[config.mk]
export PLATFORM = sky130hd
export DESIGN_NAME = bitmap_run_allocator
export DESIGN_NICKNAME = d
export VERILOG_FILES = /design/src/bra_pkg.sv /design/src/bra_datapath.sv /design/src/bra_ctrl.sv /design/src/bitmap_run_allocator.sv
export SDC_FILE = /design/constraint.sdc
export NUM_CORES = 2
export LEC_CHECK = 0
export BUFFER_PORTS_ARGS = -buffer_cell sky130_fd_sc_hd__buf_2
export CORE_MARGIN = 2
export CORE_UTILIZATION = 57
export DETAILED_ROUTE_END_ITERATION = 10
export GPL_TIMING_DRIVEN = 0
export PLACE_DENSITY = 0.76
export RECOVER_POWER = 100
export SKIP_LAST_GASP = 1
export SLEW_MARGIN = 10
export SYNTH_ARGS = -nofsm -noshare
export SYNTH_HDL_FRONTEND = slang
export SYNTH_SLANG_ARGS = --single-unit
[constraint.sdc]
create_clock -name aclk -period 6.2 [get_ports aclk]
set_input_delay 1.86 -clock aclk [delete_from_list [all_inputs] [get_ports aclk]]
set_output_delay 1.86 -clock aclk [all_outputs]
set_load 0.03 [all_outputs]
[src/bra_pkg.sv]
// Shared types and constants for the bitmap run allocator.
package bra_pkg;

    localparam int WORD_BITS          = 32;
    localparam int MAX_WORDS          = 32;
    localparam int DEFAULT_WORD_COUNT = 32;
    localparam int INDEX_W            = 10;
    localparam int LEN_W              = 11;
    localparam int CFG_W              = 6;
    localparam int FUNC_W             = 3;

    localparam logic [WORD_BITS-1:0] ALL_USED    = 32'hFFFF_FFFF;
    localparam logic [CFG_W-1:0]     WORDS_RESET = 6'd32;

    localparam logic [FUNC_W-1:0] FUNC_SET       = 3'd0;
    localparam logic [FUNC_W-1:0] FUNC_CLEAR     = 3'd1;
    localparam logic [FUNC_W-1:0] FUNC_TEST      = 3'd2;
    localparam logic [FUNC_W-1:0] FUNC_SCAN      = 3'd3;
    localparam logic [FUNC_W-1:0] FUNC_SCAN_MARK = 3'd4;

    typedef struct packed {
        logic [FUNC_W-1:0]  func;
        logic [INDEX_W-1:0] bit_index;
        logic [LEN_W-1:0]   run_length;
    } in_item_t;

    typedef struct packed {
        logic [INDEX_W-1:0] start_index;
        logic               bit_value;
        logic               error;
    } out_item_t;

    typedef struct packed {
        logic clear_step;
        logic load;
        logic scan_init;
        logic scan_step;
        logic bit_step;
        logic mark_init;
        logic mark_step;
        logic set_err;
        logic result_load;
    } cmd_t;

    typedef struct packed {
        logic clear_last;
        logic is_bit_op;
        logic is_scan;
        logic is_mark;
        logic in_range;
        logic scan_bad;
        logic scan_found;
        logic scan_last;
        logic mark_last;
    } status_t;

endpackage

[src/bra_datapath.sv]
// Datapath of the bitmap run allocator: bitmap memory, scan logic and result register.
module bra_datapath #(
    parameter int WORD_COUNT = bra_pkg::DEFAULT_WORD_COUNT
) (
    input  logic                           aclk,
    input  logic                           aresetn,
    input  logic                           cfg_wr_en,
    input  logic [bra_pkg::CFG_W-1:0]      cfg_wr_data,
    input  bra_pkg::in_item_t              s_data,
    input  bra_pkg::cmd_t                  cmd,
    output bra_pkg::status_t               status,
    output bra_pkg::out_item_t             m_data
);

    // Only words reachable by a 10-bit index are stored.
    localparam int DEPTH = (WORD_COUNT < bra_pkg::MAX_WORDS) ? WORD_COUNT : bra_pkg::MAX_WORDS;
    localparam int AW    = (DEPTH > 1) ? $clog2(DEPTH) : 1;
    localparam logic [AW-1:0]             LAST_ADDR = AW'(DEPTH - 1);
    localparam logic [bra_pkg::CFG_W-1:0] DEPTH_W   = bra_pkg::CFG_W'(DEPTH);

    logic [bra_pkg::WORD_BITS-1:0] mem [DEPTH];
    logic [bra_pkg::WORD_BITS-1:0] rdata_reg;

    logic [bra_pkg::CFG_W-1:0]   words_reg;
    logic [bra_pkg::FUNC_W-1:0]  func_reg;
    logic [bra_pkg::INDEX_W-1:0] idx_reg;
    logic [bra_pkg::LEN_W-1:0]   len_reg;
    logic [AW-1:0]               ptr_reg, ptr_next;
    logic [4:0]                  cur_reg;
    logic [bra_pkg::LEN_W-1:0]   carry_reg;
    logic [bra_pkg::INDEX_W-1:0] run_start_reg;
    logic [bra_pkg::INDEX_W-1:0] start_reg;
    logic                        value_reg;
    logic                        err_reg;
    bra_pkg::out_item_t          m_data_reg;

    logic                          wr_en;
    logic [AW-1:0]                 wr_addr;
    logic [bra_pkg::WORD_BITS-1:0] wr_data;

    logic [bra_pkg::CFG_W-1:0]     eff_words;
    logic [bra_pkg::LEN_W-1:0]     limit;
    logic [AW-1:0]                 ptr_inc;
    logic [AW-1:0]                 load_ptr;
    logic [4:0]                    load_word;
    logic [bra_pkg::WORD_BITS-1:0] bit_mask;

    logic [5:0]                    tz, lz;
    logic [bra_pkg::LEN_W-1:0]     need;
    logic                          carry_hit;
    logic [bra_pkg::WORD_BITS-1:0] len_mask;
    logic                          fit_any;
    logic [4:0]                    fit_pos;
    logic [bra_pkg::INDEX_W-1:0]   base;
    logic [bra_pkg::INDEX_W-1:0]   found_start;
    logic                          scan_found;

    logic [bra_pkg::LEN_W-1:0]     end_idx, end_m1;
    logic [bra_pkg::LEN_W-1:0]     bit_pos;
    logic [bra_pkg::WORD_BITS-1:0] mark_mask;

    assign eff_words = (words_reg < DEPTH_W) ? words_reg : DEPTH_W;
    assign limit     = {eff_words[5:0], 5'b0};
    assign ptr_inc   = (ptr_reg == LAST_ADDR) ? ptr_reg : ptr_reg + 1'b1;
    assign bit_mask  = bra_pkg::WORD_BITS'(1) << idx_reg[4:0];
    assign base      = {cur_reg, 5'b0};

    assign load_word = s_data.bit_index[9:5];
    always_comb begin
        load_ptr = '0;
        if (s_data.func != bra_pkg::FUNC_SCAN && s_data.func != bra_pkg::FUNC_SCAN_MARK &&
            bra_pkg::CFG_W'(load_word) < DEPTH_W) begin
            load_ptr = AW'(load_word);
        end
    end

    // Free-bit counts at either end of the word under scan.
    always_comb begin
        tz = 6'd32;
        lz = 6'd32;
        for (int p = bra_pkg::WORD_BITS - 1; p >= 0; p--) begin
            if (rdata_reg[p]) begin
                tz = 6'(p);
            end
        end
        for (int p = 0; p < bra_pkg::WORD_BITS; p++) begin
            if (rdata_reg[p]) begin
                lz = 6'(bra_pkg::WORD_BITS - 1 - p);
            end
        end
    end

    // A run either completes the one carried in from lower words, or lies inside this word.
    always_comb begin
        need      = len_reg - carry_reg;
        carry_hit = {5'b0, tz} >= need;
        len_mask  = (len_reg[10:5] != 6'd0) ? bra_pkg::ALL_USED
                                            : ~(bra_pkg::ALL_USED << len_reg[4:0]);
        fit_any   = 1'b0;
        fit_pos   = '0;
        for (int s = bra_pkg::WORD_BITS - 1; s >= 0; s--) begin
            if (len_reg <= 11'(bra_pkg::WORD_BITS - s) &&
                ((rdata_reg >> s) & len_mask) == '0) begin
                fit_any = 1'b1;
                fit_pos = 5'(s);
            end
        end
        scan_found = carry_hit || fit_any;
        if (carry_hit) begin
            found_start = (carry_reg == '0) ? base : run_start_reg;
        end else begin
            found_start = {cur_reg, fit_pos};
        end
    end

    always_comb begin
        end_idx = {1'b0, start_reg} + len_reg;
        end_m1  = end_idx - 1'b1;
        for (int p = 0; p < bra_pkg::WORD_BITS; p++) begin
            bit_pos      = {1'b0, cur_reg, 5'(p)};
            mark_mask[p] = (bit_pos >= {1'b0, start_reg}) && (bit_pos < end_idx);
        end
    end

    always_comb begin
        wr_en   = 1'b0;
        wr_addr = ptr_reg;
        wr_data = '0;
        if (cmd.clear_step) begin
            wr_en = 1'b1;
        end else if (cmd.bit_step) begin
            if (func_reg == bra_pkg::FUNC_SET) begin
                wr_en   = 1'b1;
                wr_data = rdata_reg | bit_mask;
            end else if (func_reg == bra_pkg::FUNC_CLEAR) begin
                wr_en   = 1'b1;
                wr_data = rdata_reg & ~bit_mask;
            end
        end else if (cmd.mark_step) begin
            wr_en   = 1'b1;
            wr_addr = AW'(cur_reg);
            wr_data = rdata_reg | mark_mask;
        end
    end

    always_comb begin
        ptr_next = ptr_reg;
        if (cmd.load) begin
            ptr_next = load_ptr;
        end else if (cmd.scan_step && scan_found) begin
            ptr_next = AW'(found_start[9:5]);
        end else if (cmd.clear_step || cmd.scan_init || cmd.scan_step ||
                     cmd.mark_init || cmd.mark_step) begin
            ptr_next = ptr_inc;
        end
    end

    always_ff @(posedge aclk) begin
        if (wr_en) begin
            mem[wr_addr] <= wr_data;
        end
        rdata_reg <= mem[ptr_reg];
    end

    always_ff @(posedge aclk) begin
        if (!aresetn) begin
            words_reg <= bra_pkg::WORDS_RESET;
            ptr_reg   <= '0;
        end else begin
            if (cfg_wr_en) begin
                words_reg <= cfg_wr_data;
            end
            ptr_reg <= ptr_next;
        end
    end

    always_ff @(posedge aclk) begin
        if (cmd.load) begin
            func_reg  <= s_data.func;
            idx_reg   <= s_data.bit_index;
            len_reg   <= s_data.run_length;
            start_reg <= '0;
            value_reg <= 1'b0;
            err_reg   <= 1'b0;
        end
        if (cmd.set_err) begin
            err_reg <= 1'b1;
        end
        if (cmd.bit_step && func_reg == bra_pkg::FUNC_TEST) begin
            value_reg <= rdata_reg[idx_reg[4:0]];
        end
        if (cmd.scan_init) begin
            cur_reg       <= '0;
            carry_reg     <= '0;
            run_start_reg <= '0;
        end
        if (cmd.scan_step) begin
            cur_reg <= cur_reg + 1'b1;
            if (scan_found) begin
                start_reg <= found_start;
            end else begin
                if (status.scan_last) begin
                    err_reg <= 1'b1;
                end
                if (rdata_reg == '0) begin
                    carry_reg <= carry_reg + 11'(bra_pkg::WORD_BITS);
                    if (carry_reg == '0) begin
                        run_start_reg <= base;
                    end
                end else begin
                    carry_reg     <= {5'b0, lz};
                    run_start_reg <= base + 10'(bra_pkg::WORD_BITS) - {4'b0, lz};
                end
            end
        end
        if (cmd.mark_init) begin
            cur_reg <= 5'(ptr_reg);
        end
        if (cmd.mark_step) begin
            cur_reg <= cur_reg + 1'b1;
        end
        if (cmd.result_load) begin
            m_data_reg.start_index <= start_reg;
            m_data_reg.bit_value   <= value_reg;
            m_data_reg.error       <= err_reg;
        end
    end

    assign status.clear_last = (ptr_reg == LAST_ADDR);
    assign status.is_bit_op  = (func_reg == bra_pkg::FUNC_SET) ||
                               (func_reg == bra_pkg::FUNC_CLEAR) ||
                               (func_reg == bra_pkg::FUNC_TEST);
    assign status.is_scan    = (func_reg == bra_pkg::FUNC_SCAN) ||
                               (func_reg == bra_pkg::FUNC_SCAN_MARK);
    assign status.is_mark    = (func_reg == bra_pkg::FUNC_SCAN_MARK);
    assign status.in_range   = {1'b0, idx_reg[9:5]} < eff_words;
    assign status.scan_bad   = (len_reg == '0) || (len_reg > limit);
    assign status.scan_found = scan_found;
    assign status.scan_last  = ({1'b0, cur_reg} == eff_words - 6'd1);
    assign status.mark_last  = (cur_reg == end_m1[9:5]);

    assign m_data = m_data_reg;

endmodule

[src/bra_ctrl.sv]
// Control state machine of the bitmap run allocator.
module bra_ctrl (
    input  logic             aclk,
    input  logic             aresetn,
    input  logic             s_valid,
    output logic             s_ready,
    output logic             m_valid,
    input  logic             m_ready,
    input  bra_pkg::status_t status,
    output bra_pkg::cmd_t    cmd
);

    typedef enum logic [7:0] {
        S_CLEAR     = 8'b0000_0001,
        S_IDLE      = 8'b0000_0010,
        S_DISPATCH  = 8'b0000_0100,
        S_BIT       = 8'b0000_1000,
        S_SCAN      = 8'b0001_0000,
        S_MARK_INIT = 8'b0010_0000,
        S_MARK      = 8'b0100_0000,
        S_FINISH    = 8'b1000_0000
    } state_t;

    state_t state_reg, state_next;
    logic   m_valid_reg, m_valid_next;

    always_comb begin
        state_next = state_reg;
        cmd        = '0;
        s_ready    = 1'b0;
        case (state_reg)
            S_CLEAR: begin
                cmd.clear_step = 1'b1;
                if (status.clear_last) begin
                    state_next = S_IDLE;
                end
            end
            S_IDLE: begin
                s_ready = 1'b1;
                if (s_valid) begin
                    cmd.load   = 1'b1;
                    state_next = S_DISPATCH;
                end
            end
            S_DISPATCH: begin
                if (status.is_bit_op) begin
                    state_next = status.in_range ? S_BIT : S_FINISH;
                end else if (status.is_scan) begin
                    if (status.scan_bad) begin
                        cmd.set_err = 1'b1;
                        state_next  = S_FINISH;
                    end else begin
                        cmd.scan_init = 1'b1;
                        state_next    = S_SCAN;
                    end
                end else begin
                    state_next = S_FINISH;
                end
            end
            S_BIT: begin
                cmd.bit_step = 1'b1;
                state_next   = S_FINISH;
            end
            S_SCAN: begin
                cmd.scan_step = 1'b1;
                if (status.scan_found) begin
                    state_next = status.is_mark ? S_MARK_INIT : S_FINISH;
                end else if (status.scan_last) begin
                    state_next = S_FINISH;
                end
            end
            S_MARK_INIT: begin
                cmd.mark_init = 1'b1;
                state_next    = S_MARK;
            end
            S_MARK: begin
                cmd.mark_step = 1'b1;
                if (status.mark_last) begin
                    state_next = S_FINISH;
                end
            end
            S_FINISH: begin
                // The result register frees up in the same cycle its item is taken.
                if (!m_valid_reg || m_ready) begin
                    cmd.result_load = 1'b1;
                    state_next      = S_IDLE;
                end
            end
            default: begin
                state_next = S_IDLE;
            end
        endcase
    end

    always_comb begin
        m_valid_next = m_valid_reg;
        if (cmd.result_load) begin
            m_valid_next = 1'b1;
        end else if (m_ready) begin
            m_valid_next = 1'b0;
        end
    end

    always_ff @(posedge aclk) begin
        if (!aresetn) begin
            state_reg   <= S_CLEAR;
            m_valid_reg <= 1'b0;
        end else begin
            state_reg   <= state_next;
            m_valid_reg <= m_valid_next;
        end
    end

    assign m_valid = m_valid_reg;

endmodule

[src/bitmap_run_allocator.sv]
// Top level of the first-fit bitmap run allocator.
// After reset the block sweeps the bitmap memory to zero, one word a cycle, and takes no
// item until the sweep is done; configuration writes are taken throughout.
// Items are handled one at a time, and the next item can be accepted in the cycle after
// the previous result is loaded. Set, clear and test pass through a dispatch state and
// a bit step, spent on the memory's registered read and, for set and clear, the write
// back. An index out of range, an unknown function or a scan with a bad length gives
// its result straight from the dispatch state. A scan passes through the dispatch
// state and then one scan step per word examined, as the scan unit looks at one 32-bit
// word per cycle; scan-and-mark adds a mark set-up state and then one mark step for
// each word the run touches, as each is read, merged and written back. A finished
// result waits in an output register while the next item is accepted; an item whose
// result is ready stalls while that register still holds a result that has not been
// taken.
module bitmap_run_allocator #(
    parameter int WORD_COUNT = bra_pkg::DEFAULT_WORD_COUNT
) (
    input  logic                      aclk,
    input  logic                      aresetn,
    input  logic                      cfg_wr_en,
    input  logic [bra_pkg::CFG_W-1:0] cfg_wr_data,
    input  logic                      s_valid,
    output logic                      s_ready,
    input  bra_pkg::in_item_t         s_data,
    output logic                      m_valid,
    input  logic                      m_ready,
    output bra_pkg::out_item_t        m_data
);

    bra_pkg::cmd_t    cmd;
    bra_pkg::status_t status;

    bra_ctrl u_ctrl (
        .aclk    (aclk),
        .aresetn (aresetn),
        .s_valid (s_valid),
        .s_ready (s_ready),
        .m_valid (m_valid),
        .m_ready (m_ready),
        .status  (status),
        .cmd     (cmd)
    );

    bra_datapath #(
        .WORD_COUNT (WORD_COUNT)
    ) u_datapath (
        .aclk        (aclk),
        .aresetn     (aresetn),
        .cfg_wr_en   (cfg_wr_en),
        .cfg_wr_data (cfg_wr_data),
        .s_data      (s_data),
        .cmd         (cmd),
        .status      (status),
        .m_data      (m_data)
    );

endmodule
==> flow_summary.ini <==
[route]
drt_iter0_markers = 6085
drc = 0
route.met3.wl_mm = 24.8
vias = 37100
wl_met2_mm = 90.5
drt-total-wl_mm = 196
antenna_left = 0
first_pass_iters = 7
dr.max_layer_used = met5
wl_per_cell_um = 40.2
vias_per_cell = 7.61
met1Wirelength_mm = 66.3

[hold_path]
hp-class = reg2reg

[layout]
syn_to_final_growth_pct = 11.8
largest_reg_flops = 1024
layout_common_cells = edfxtp_1 (1,071), mux4_2 (330), clkbuf_1 (206), a21oi_1 (160), nor2_1 (156)
final_nets = 3680
instances_no_fill = 4867
drive_gt1_frac = 0.203
final_common_cell = edfxtp_1

[global_route]
antenna_found_initial = 7
grt_max_degree = 33
grt_usage = 0.418
grt_remaining_overflow = 0
grt_pass1_vias = 36300
grt_first_pass_wirelength_mm = 276

[synth]
synth_cell_types = 100
synthSimpleGateAreaFrac = 0.0619
ys.flop_type = edfxtp_1
synth_top_family_by_area = multiplexers
synth_fa_ha_area_frac = 0.0152
syn_inst = 3358
synthMuxAreaShare = 0.152
synthXorXnorAreaFrac = 0.00591
synth_edf_count = 1071
synth.net_count = 3456
synthArstFlopShare = 0
ys_ff_latch = 1150
yosysWarningCount = 0
synth_compound_area_frac = 0.0994
yosysSeqAreaShare = 0.640
syn_avg_cell_area_um2 = 15.7
synth_area_um2 = 52700

[timing]
fin_crit_sh = 0.996
slew_violations = 636
rsz0062_at_grt = no
setup_viol = 0
fin_skew_ns = 0.0792
finalHoldViolCount = 0
period_minus_slack_ns = 6.17
worst_slew_pin_slew_ns = 2.58
slew_headroom = -0.725
max_freq_mhz = 162
hold_ws_ns = 0.452

[pwr]
p_per_area_nw_per_um2 = 389
p_leak_uw = 0.0212
peakVddDrop_v = 0.000319

[clock_tree]
worstSkewPairLatency_ns = 0.74
cts_sinks = 1150
cts_root_buf = clkbuf_16
clock_path_buffers = 3
path_clk_slew_ns = 0.06
htree_levels = 3
cts_buffers = 111
cts_tree = yes
cts_hold_buf = 0

[setup_path]
arrival_ns = 6.49
cp_max_fo = 17
cp_data_required_time_ns = 6.52
start_kind = register
critPathKind = reg2reg
crit_path_end_kind = register

[floorplan]
fp.dieH_um = 308
die_w_um = 308
dieArea_um2 = 94900
initial_core_util = 0.575
core_um2 = 91700
ios = 49
rows = 111

[job]
drv_cap = 41

[outcome]
outcome = complete, but fails checks
violations = max-capacitance violations, max-slew violations

[placed_design]
dp.cells = 4670
port_buffers = 47
place_hpwl_mm = 126
place.gp.congestion = 1.03
[routing by layer]
layer	vias up	global-route usage
li1	14300	-
met1	18600	0.530
met2	3353	0.655
met3	847	0.111
met4	4	0.245
met5	-	0
[logic make-up (layout without fill, tap and decap cells)]
group	Yosys count	in the layout
flip-flops	1150	1150
AO/OA/AOI/OAI	771	771
AND/OR/NAND/NOR	637	637
multiplexers	384	384
buffers and inverters	319	637
adder cells (fa/ha/maj)	63	63
XOR/XNOR	34	34
other	0	5
[through the flow]
| step | setup TNS (ns) | power, uW | worst slack, ns | utilization | cell area [um2] |
|---|---|---|---|---|---|
| floorplan | 0 | 13200 | 0.200 | - | 52700 |
| global placement | -1413.61 | 15700 | -3.11 | 0.594 | 54400 |
| detailed placement | -65.86 | 15900 | -1.68 | 0.614 | 56200 |
| CTS | 0 | 22700 | 0.0117 | 0.654 | 59900 |
| global route | 0 | 23400 | 0.00838 | 0.643 | 58900 |
| finish | 0 | 22900 | 0.0278 | 0.643 | 58900 |
[synth_stat cells, drive strengths merged, types with 12 or more instances]
| cell | instances | area, um2 |
|---|---|---|
| a2111oi | 19 | 181 |
| a211oi | 24 | 185 |
| a21o | 26 | 195 |
| a21oi | 162 | 826 |
| a222oi | 14 | 140 |
| a22o | 20 | 175 |
| a22oi | 99 | 743 |
| a31oi | 32 | 200 |
| and3 | 12 | 75.1 |
| buf | 80 | 447 |
| clkbuf | 168 | 631 |
| dfxtp | 79 | 1580 |
| edfxtp | 1071 | 32200 |
| ha | 61 | 763 |
| inv | 67 | 251 |
| mux2 | 34 | 383 |
| mux2i | 20 | 200 |
| mux4 | 330 | 7430 |
| nand2 | 150 | 568 |
| nand2b | 13 | 81.3 |
| nand3 | 77 | 405 |
| nand4 | 39 | 250 |
| nor2 | 162 | 608 |
| nor2b | 18 | 115 |
| nor3 | 45 | 225 |
| nor4 | 31 | 251 |
| o211ai | 20 | 165 |
| o21a | 16 | 120 |
| o21ai | 158 | 791 |
| o21bai | 16 | 120 |
| o221ai | 19 | 166 |
| o22ai | 24 | 150 |
| o31ai | 29 | 236 |
| or2 | 12 | 75.1 |
| or3 | 17 | 106 |
| or4 | 16 | 124 |
| xnor2 | 17 | 149 |
| xor2 | 16 | 140 |
[final timing paths]
path                                    start                           to  slack (ns)  depth (start not counted)
hold reg to reg   u_datapath.run_start_reg[0]  u_datapath.run_start_reg[0]        0.45                          1
hold / removal    u_datapath.run_start_reg[0]  u_datapath.run_start_reg[0]        0.45                          1
setup / recovery        u_datapath.ptr_reg[0]        u_datapath.mem[1][26]        0.03                          6
setup reg to reg        u_datapath.ptr_reg[0]        u_datapath.mem[1][26]        0.03                          6
[what timing repair did]
item,4_1_cts,5_1_grt
resized for setup,30,42
endpoints found under the setup margin,48,47
setup buffers,0,1
pin swaps,0,4
[worst max-delay path, stage by stage, from the launching register on]
cell	delay, ns
dfxtp_1	0.35
clkbuf_1	0.83
clkbuf_1	0.86
clkbuf_1	0.66
a22oi_1	0.54
nor2_1	1.74
clkbuf_2	0.77
[report_power, final]
part	switching, uW	total [uW]	internal [uW]
Combinational	4400	6620	2220
Sequential	562	9430	8870
Clock	3050	6860	3810
[cell type report]
cell class	instances	area [um2]
Fill cell	6342	32700
Antenna cell	5	12.5
Tap cell	1186	1480
Timing Repair Buffer	128	845
Buffer	231	1100
Sequential cell	1150	33700
Inverter	71	267
Clock inverter	68	758
Multi-Input combinational cell	1889	17800
Clock buffer	139	2900
Power figures use the tool's default switching activity.
